### src/design/lobm_pkg.sv
// Shared types and codes of the limit order book matcher.
package lobm_pkg;

   // Book size default and entry index width (covers books of up to 64 entries)
   localparam int MAX_ORDERS_DEF = 32;
   localparam int IDX_W          = 6;

   // Commands; the unused code is ignored
   localparam logic [1:0] CMD_NEW    = 2'd0;
   localparam logic [1:0] CMD_CANCEL = 2'd1;
   localparam logic [1:0] CMD_MODIFY = 2'd2;
   localparam logic [1:0] CMD_NONE   = 2'd3;

   // Time in force
   localparam logic [1:0] TIF_IOC = 2'd1;
   localparam logic [1:0] TIF_FOK = 2'd2;

   // Report kinds
   localparam logic [1:0] KIND_FILL     = 2'd0;
   localparam logic [1:0] KIND_OWN      = 2'd1;
   localparam logic [1:0] KIND_NOTFOUND = 2'd2;

   // Order status
   localparam logic [2:0] ST_NEW       = 3'd0;
   localparam logic [2:0] ST_PARTIAL   = 3'd1;
   localparam logic [2:0] ST_FILLED    = 3'd2;
   localparam logic [2:0] ST_CANCELLED = 3'd3;
   localparam logic [2:0] ST_REJECTED  = 3'd4;

   // Entry update operations
   localparam logic [1:0] UPD_NONE = 2'd0;
   localparam logic [1:0] UPD_FILL = 2'd1;
   localparam logic [1:0] UPD_KILL = 2'd2;
   localparam logic [1:0] UPD_REST = 2'd3;

   typedef logic [IDX_W-1:0] idx_type;

   // Search terms broadcast to every cell
   typedef struct packed {
      logic        side;
      logic        market;
      logic [31:0] limit;
      logic [31:0] target;
      logic [31:0] now;
   } scan_type;

   // Write to one entry of the book
   typedef struct packed {
      logic [1:0]  op;
      idx_type     idx;
      logic        side;
      logic [31:0] price;
      logic [31:0] quantity;
      logic [31:0] leaves;
      logic [31:0] oid;
      logic [31:0] cid;
      logic [31:0] arrival;
   } upd_type;

   // Running search result handed from cell to cell
   typedef struct packed {
      logic              best_vld;
      idx_type           best_idx;
      logic [31:0]       best_price;
      logic [31:0]       best_age;
      logic [31:0]       best_qty;
      logic [31:0]       best_leaves;
      logic [31:0]       best_oid;
      logic [31:0]       best_cid;
      logic [IDX_W+31:0] avail;
      logic              tgt_vld;
      idx_type           tgt_idx;
      logic              tgt_side;
      logic [31:0]       tgt_qty;
      logic [31:0]       tgt_leaves;
      logic [31:0]       tgt_cid;
      logic              free_vld;
      idx_type           free_idx;
   } cand_type;

   // One report
   typedef struct packed {
      logic [1:0]  kind;
      logic [31:0] oid;
      logic [31:0] cid;
      logic [2:0]  status;
      logic [31:0] cum;
      logic [31:0] leaves;
      logic [31:0] lp;
      logic [31:0] lq;
      logic [31:0] tid;
      logic [31:0] coid;
      logic [31:0] ccid;
      logic        last;
   } rpt_type;

endpackage

### src/design/lobm_cell.sv
// One book entry with its stage of the best-order / id / free-slot search chain.
module lobm_cell (
   input  logic               clock,
   input  logic               reset,
   input  lobm_pkg::idx_type  cell_idx,
   input  lobm_pkg::scan_type scan,
   input  lobm_pkg::upd_type  upd,
   input  lobm_pkg::cand_type cand_in,
   output lobm_pkg::cand_type cand_out
);
   import lobm_pkg::*;

   logic        valid_ff;
   logic        side_ff;
   logic [31:0] price_ff, qty_ff, leaves_ff, oid_ff, cid_ff, arrival_ff;
   cand_type    cand_ff, cand_in_c;

   logic        elig, better;
   logic [31:0] age;

   // Apply entry updates addressed to this cell
   always_ff @(posedge clock) begin
      if (reset) begin
         valid_ff <= 1'b0;
      end else if (upd.idx == cell_idx) begin
         case (upd.op)
            UPD_FILL: begin
               leaves_ff <= upd.leaves;
               valid_ff  <= |upd.leaves;
            end
            UPD_KILL: valid_ff <= 1'b0;
            UPD_REST: begin
               valid_ff   <= 1'b1;
               side_ff    <= upd.side;
               price_ff   <= upd.price;
               qty_ff     <= upd.quantity;
               leaves_ff  <= upd.leaves;
               oid_ff     <= upd.oid;
               cid_ff     <= upd.cid;
               arrival_ff <= upd.arrival;
            end
            default: ;
         endcase
      end
   end

   // Fold this entry into the running search result
   always_comb begin
      age  = scan.now - arrival_ff;
      elig = valid_ff && (side_ff != scan.side) &&
             (scan.market || (scan.side == 1'b0 ? price_ff <= scan.limit
                                                 : price_ff >= scan.limit));
      if (!cand_in.best_vld)
         better = 1'b1;
      else if (scan.side == 1'b0 ? price_ff < cand_in.best_price
                                 : price_ff > cand_in.best_price)
         better = 1'b1;
      else
         better = (price_ff == cand_in.best_price) && (age > cand_in.best_age);

      cand_in_c = cand_in;
      if (elig) begin
         cand_in_c.avail = cand_in.avail + {{IDX_W{1'b0}}, leaves_ff};
         if (better) begin
            cand_in_c.best_vld    = 1'b1;
            cand_in_c.best_idx    = cell_idx;
            cand_in_c.best_price  = price_ff;
            cand_in_c.best_age    = age;
            cand_in_c.best_qty    = qty_ff;
            cand_in_c.best_leaves = leaves_ff;
            cand_in_c.best_oid    = oid_ff;
            cand_in_c.best_cid    = cid_ff;
         end
      end
      if (!cand_in.tgt_vld && valid_ff && oid_ff == scan.target) begin
         cand_in_c.tgt_vld    = 1'b1;
         cand_in_c.tgt_idx    = cell_idx;
         cand_in_c.tgt_side   = side_ff;
         cand_in_c.tgt_qty    = qty_ff;
         cand_in_c.tgt_leaves = leaves_ff;
         cand_in_c.tgt_cid    = cid_ff;
      end
      if (!cand_in.free_vld && !valid_ff) begin
         cand_in_c.free_vld = 1'b1;
         cand_in_c.free_idx = cell_idx;
      end
   end

   // Hand the result to the next cell
   always_ff @(posedge clock) begin
      cand_ff <= cand_in_c;
   end

   assign cand_out = cand_ff;

endmodule

### config.mk
export PLATFORM = sky130hd
export DESIGN_NAME = lobm_cell
export DESIGN_NICKNAME = d
export VERILOG_FILES = /design/src/design/lobm_pkg.sv /design/src/design/lobm_cell.sv
export SDC_FILE = /design/constraint.sdc
export NUM_CORES = 1
export LEC_CHECK = 0
export BUFFER_PORTS_ARGS = -buffer_cell sky130_fd_sc_hd__buf_2
export CELL_PAD_IN_SITES_DETAIL_PLACEMENT = 1
export CELL_PAD_IN_SITES_GLOBAL_PLACEMENT = 2
export CORE_AREA = 2 2 392 394
export CTS_CLUSTER_DIAMETER = 150
export DETAILED_ROUTE_END_ITERATION = 8
export DIE_AREA = 0 0 394 396
export PLACE_DENSITY = 0.55
export SYNTH_ARGS = -nofsm -noshare
export SYNTH_HDL_FRONTEND = slang
export SYNTH_SLANG_ARGS = --single-unit
### constraint.sdc
create_clock -name clock -period 8.6 [get_ports clock]
set_input_delay 1.72 -clock clock [delete_from_list [all_inputs] [get_ports clock]]
set_output_delay 1.72 -clock clock [all_outputs]
set_load 0.02 [all_outputs]
== Word level (Yosys, flattened, before mapping) ==
Index checks and enable logic that the tools add are counted.

* Register bits: 542
* Input port bits: 655

* $add $sub $neg: 2
* Magnitude comparators: 5
* Equality and inequality tests: 7
* Multiplexer cells: 9
* Bitwise logic cells: 1
* Reductions and logical operators: 16

{| class="wikitable"
|+ Operators with widths
! cell !! count
|-
| 2-to-1 mux 237 bit || 1
|-
| 2-to-1 mux 199 bit || 1
|-
| 2-to-1 mux 103 bit || 1
|-
| == test 32 bit || 2
|-
| > comparator 32 bit || 2
|-
| adder 38 x 32 -> 38 bit || 1
|-
| greater-or-equal comparator 32 bit || 1
|-
| less-or-equal comparator 32 bit || 1
|-
| < comparator 32 bit || 1
|-
| OR reduction 32 bit || 1
|-
| subtractor 32 bit || 1
|-
| == test 6 bit || 1
|-
| logical AND 1 bit || 6
|-
| 2-to-1 mux 6 bit || 1
|-
| AND reduction 3 bit || 2
|-
| == test 2 bit (second input constant) || 2
|-
| 2-to-1 mux 1 bit || 4
|-
| logical NOT 1 bit || 3
|-
| one-hot mux 1 bit (3 select lines) || 1
|-
| nonzero test 3 bit || 1
|-
| == test 2 x 1 -> 1 bit (second input constant) || 1
|-
| AND reduction 2 bit || 1
|-
| OR reduction 2 bit || 1
|-
| logical OR 1 bit || 1
|-
| 2 further kinds || 2
|}

== Logic depth before layout (Yosys ltp) ==
* Depth in word-level cells: 7
* Gate-level depth with buffers: 25

== Worst setup path before layout ==
No wires, ideal clock.

* Path kind: input to register
* Start: in cell_idx[4]
* End: reg arrival_ff[0], enable pin
* Library setup time: 537 ps
* Arrival time: 7,434 ps
* Required time: 8,063 ps
* Slack: 629 ps
* Stages on the path: 6
* Path buffers: 0
* Cells stage by stage: xnor2_1 > nand4_1 > nor3_1 > nand2_1 > nor2_1 > and2_1

* Word-level cells in the longest chain between the ends: 2

{| class="wikitable"
|+ RTL lines
! element !! RTL line !! source
|-
| from (decl) || lobm_cell.sv:5 || <nowiki>input lobm_pkg::idx_type cell_idx,</nowiki>
|-
| == test 6 bit || lobm_cell.sv:25 || <nowiki>end else if (upd.idx == cell_idx) begin</nowiki>
|-
| AND reduction 3 bit (no source line) || - ||
|-
| to (signal assigned) || lobm_cell.sv:40 || <nowiki>arrival_ff <= upd.arrival;</nowiki>
|-
| to (decl) || lobm_cell.sv:15 || <nowiki>logic [31:0] price_ff, qty_ff, leaves_ff, oid_ff, cid_ff, arrival_ff;</nowiki>
|}

Every way passes these cells.
A chain may end at the register's enable or synchronous reset.

==> run_results.csv <==
group,metric,value,unit
worst_setup_path,ff2ff_path_depth,20,
global_route,grt_pass1_wl,167000,um
global_route,grt_util_all_layers,0.154,
clock_network,cts-hold-fix-buffers,0,
clock_network,clk_latency,0.70,ns
cells_and_area,multi_input_area,9950,um^2
yosys,netlist_instances,1899,
timing,timing.fmax,152,MHz
timing,setup_viol_count_final,0,
timing,timing.final.crit_share,0.766,
run,max-cap-violations,0,
cells_and_area,instances_no_fill,5056,
yosys,ys_types,69,
clock_network,cts-root-buf,"clkbuf_16",
yosys,async_reset_ff_frac,0,
outcome,status,"finished, final reports clean",
worst_setup_path,r2r-end,"cand_out[152]",
global_route,grt_max_degree,79,
global_route,overflow,0,
clock_network,clk_pin_slew,0.06,ns
floorplan,io_pins,1003,
cells_and_area,nets,3755,
cells_and_area,regArea,12800,um^2
place,place_congestion,0.840,
worst_setup_path,required,9.15,ns
pwr,power_per_cell_area,200,nW/um^2
worst_setup_path,start_kind,"primary input",
route,wirelength,125000,um
pwr,p_leak,14.7,nW
clock_network,cts_resized,0,
cells_and_area,finalInstanceArea,33600,um^2
cells_and_area,area_growth,41.8,%
worst_setup_path,r2r_slack,2.89,ns
floorplan,fp.dieH,396,um
timing,skew,0.0649,ns
timing,rsz0062_at_grt,"false",
worst_setup_path,cp.arrival,7.14,ns
route,viasPerCell,3.81,
floorplan,die_w,394,um
pwr,power,6.73,mW
global_route,grt_pass1_vias,20400,
timing,slew_headroom,0.247,
clock_network,cts-buffers-inserted,72,
yosys,synth_seq_cells,542,
place,numPortBuffers,1002,
yosys,synth_ff_type,"dfxtp_1",
floorplan,dieArea,156000,um^2
worst_setup_path,crit_end,"cand_out[152]",
clock_network,post-cts-setup-buffers,0,
worst_setup_path,critPathCaptureType,"flop",
timing,min_period,6.59,ns
yosys,syn_nets,2715,
yosys,seq_area_frac_synth,0.540,
route,drt_iter0_drc,928,
clock_network,h-tree-depth,3,
timing,fin_setup_tns,0,ns
route,ant_nets,0,
yosys,yosysMostFrequentCell,"dfxtp_1",
timing,drv_slew,0,
route,drc,0,
cells_and_area,nFillCells,17600,
clock_network,cts_sinks,542,
worst_setup_path,crit_fanout,50,
worst_setup_path,crit_start,"scan[0]",
floorplan,initial_core_util,0.156,
worst_hold_path,hp-class,"reg -> reg",
worst_setup_path,rr_startpoint,"arrival_ff[16]",
yosys,yosys.area.top_type,"dfxtp_1",
place,dp_hpwl,106000,um
clock_network,clockBufferDepth,3,
place,place_area,31000,um^2
pwr,ir_worst_vdd,0.000148,V
route,post_drt_wl_per_cell,24.7,um
yosys,yosysTopAreaCellShare,0.295,
yosys,netlist_area,23700,um^2
place,dp_cells,4895,
yosys,synth_common_cells,"dfxtp_1, edfxtp_1, mux2_2",
clock_network,cts_tree,"built",
yosys,synth.area.top_cells,"dfxtp_1, edfxtp_1, ha_1, mux2_2, mux2_4",
yosys,synth-warning-count,0,
floorplan,core_area,152000,um^2
route,drt-pass1-iter-count,5,
timing,hold_violations,0,
yosys,avgSynthCellArea,12.5,um^2
yosys,synth_edf_count,193,
timing,worst_pin_slew,1.12,ns
route,routed-via-count,19300,
floorplan,rows,143,
cells_and_area,final_layout_size_suffix_gt1_frac,0.473,
global_route,antenna_found_initial,82,
worst_setup_path,critical_path_class,"in -> reg",
-- critical path, stage by stage --
cell and delay [ns]:
buf_2 0.10, inv_1 0.05, ha_1 0.17, inv_1 0.06
fa_1 0.43, a211oi_1 0.23, o21bai_1 0.12, o21ai_0 0.36
o22ai_1 0.22, or2_2 0.37, a211o_1 0.30, a31oi_1 0.20
xnor2_1 0.13, ha_1 0.29, nand4_1 0.14, nor4_1 0.49
o41ai_1 0.15, a31oi_1 0.19, o31a_2 0.23, buf_12 0.24
buf_12 0.41, mux2_2 0.39
-- report_power, final --
| part | internal, mW | switching, mW | leakage [nW] | total, mW |
|---|---|---|---|---|
| registers | 2.75 | 0.0347 | 4.68 | 2.78 |
| clock network | 1.83 | 1.33 | 1.22 | 3.17 |
| logic | 0.341 | 0.440 | 8.85 | 0.780 |
| total | 4.92 | 1.81 | 14.7 | 6.73 |
-- kinds of logic after synthesis --
| family | synth area share |
|---|---|
| DFF | 0.540 |
| AOI/OAI and AO/OA | 0.0833 |
| and+or+nand+nor | 0.0641 |
| muxes | 0.151 |
| buffers and inverters | 0.0404 |
| adders and majority gates | 0.0858 |
| xor gates and xnor gates | 0.0355 |
-- stage by stage --
stage	hold slack (ns)	setup slack, ns	util
after floorplan	0.404	0.629	-
after global placement	0.482	1.39	0.204
after detailed placement	0.485	1.29	0.204
after CTS	0.502	2.05	0.221
after global routing	0.523	1.57	0.221
final	0.501	2.01	0.221
-- per-layer routing --
| metal | GRT usage | wire length [um] | vias to the layer above |
|---|---|---|---|
| met5 | 0 | 174 | - |
| met4 | 0.0395 | 3320 | 26 |
| met3 | 0.0455 | 9300 | 215 |
| met2 | 0.270 | 61800 | 710 |
| met1 | 0.183 | 50300 | 9350 |
| li1 | - | - | 8977 |
-- how the worst min path moves through the flow --
stage	end	slack (ns)	depth (start not counted)	start
floorplan	cand_out[6]	0.40	1	valid_ff
global placement	cand_out[254]	0.48	1	qty_ff[9]
detailed placement	cand_out[13]	0.49	1	cid_ff[6]
CTS	cand_out[247]	0.50	1	qty_ff[2]
global route	cand_out[268]	0.52	1	qty_ff[23]
finish	cand_out[247]	0.50	1	qty_ff[2]
-- placed cells by master (no fill, tap or decap), types with 6 or more instances in the layout --
master,n
nor3_1,13
nand2b_1,9
a21oi_1,85
inv_1,147
xnor2_1,70
ha_1,159
a211oi_1,11
buf_2,1002
dfxtp_1,349
or2_2,8
o211ai_1,10
o21ai_0,99
nand2_1,105
buf_4,9
a31oi_1,10
a211o_1,6
clkbuf_8,13
edfxtp_1,193
nor4_1,12
clkbuf_16,73
clkbuf_1,16
o21a_1,7
mux2_2,173
a21o_1,28
mux2_1,7
nand4_1,41
xor2_1,26
diode_2,27
o21bai_1,9
clkinv_2,7
nor2_1,43
clkinv_16,6
and3_1,7
or3_1,8
clkinv_1,6
nor2b_1,11
nand3_1,28
mux2_4,101
-- layout make-up --
class                      count  share of cell area
sequential                   542               0.381
multi-input combinational   1161               0.297
timing repair buffer        1015               0.154
tap                         2030              0.0757
clock buffer                 102              0.0616
inverter                     147              0.0164
clock inverter                32              0.0130
antenna                       27             0.00201
-- registers in the layout, summed over array words and instances, names as in the netlist --
signal      count
price_ff       32
qty_ff         32
cid_ff         32
arrival_ff     32
cand_out      348
valid_ff        1
leaves_ff      32
oid_ff         32
side_ff         1
No activity file was read; power rests on OpenSTA's default activity.
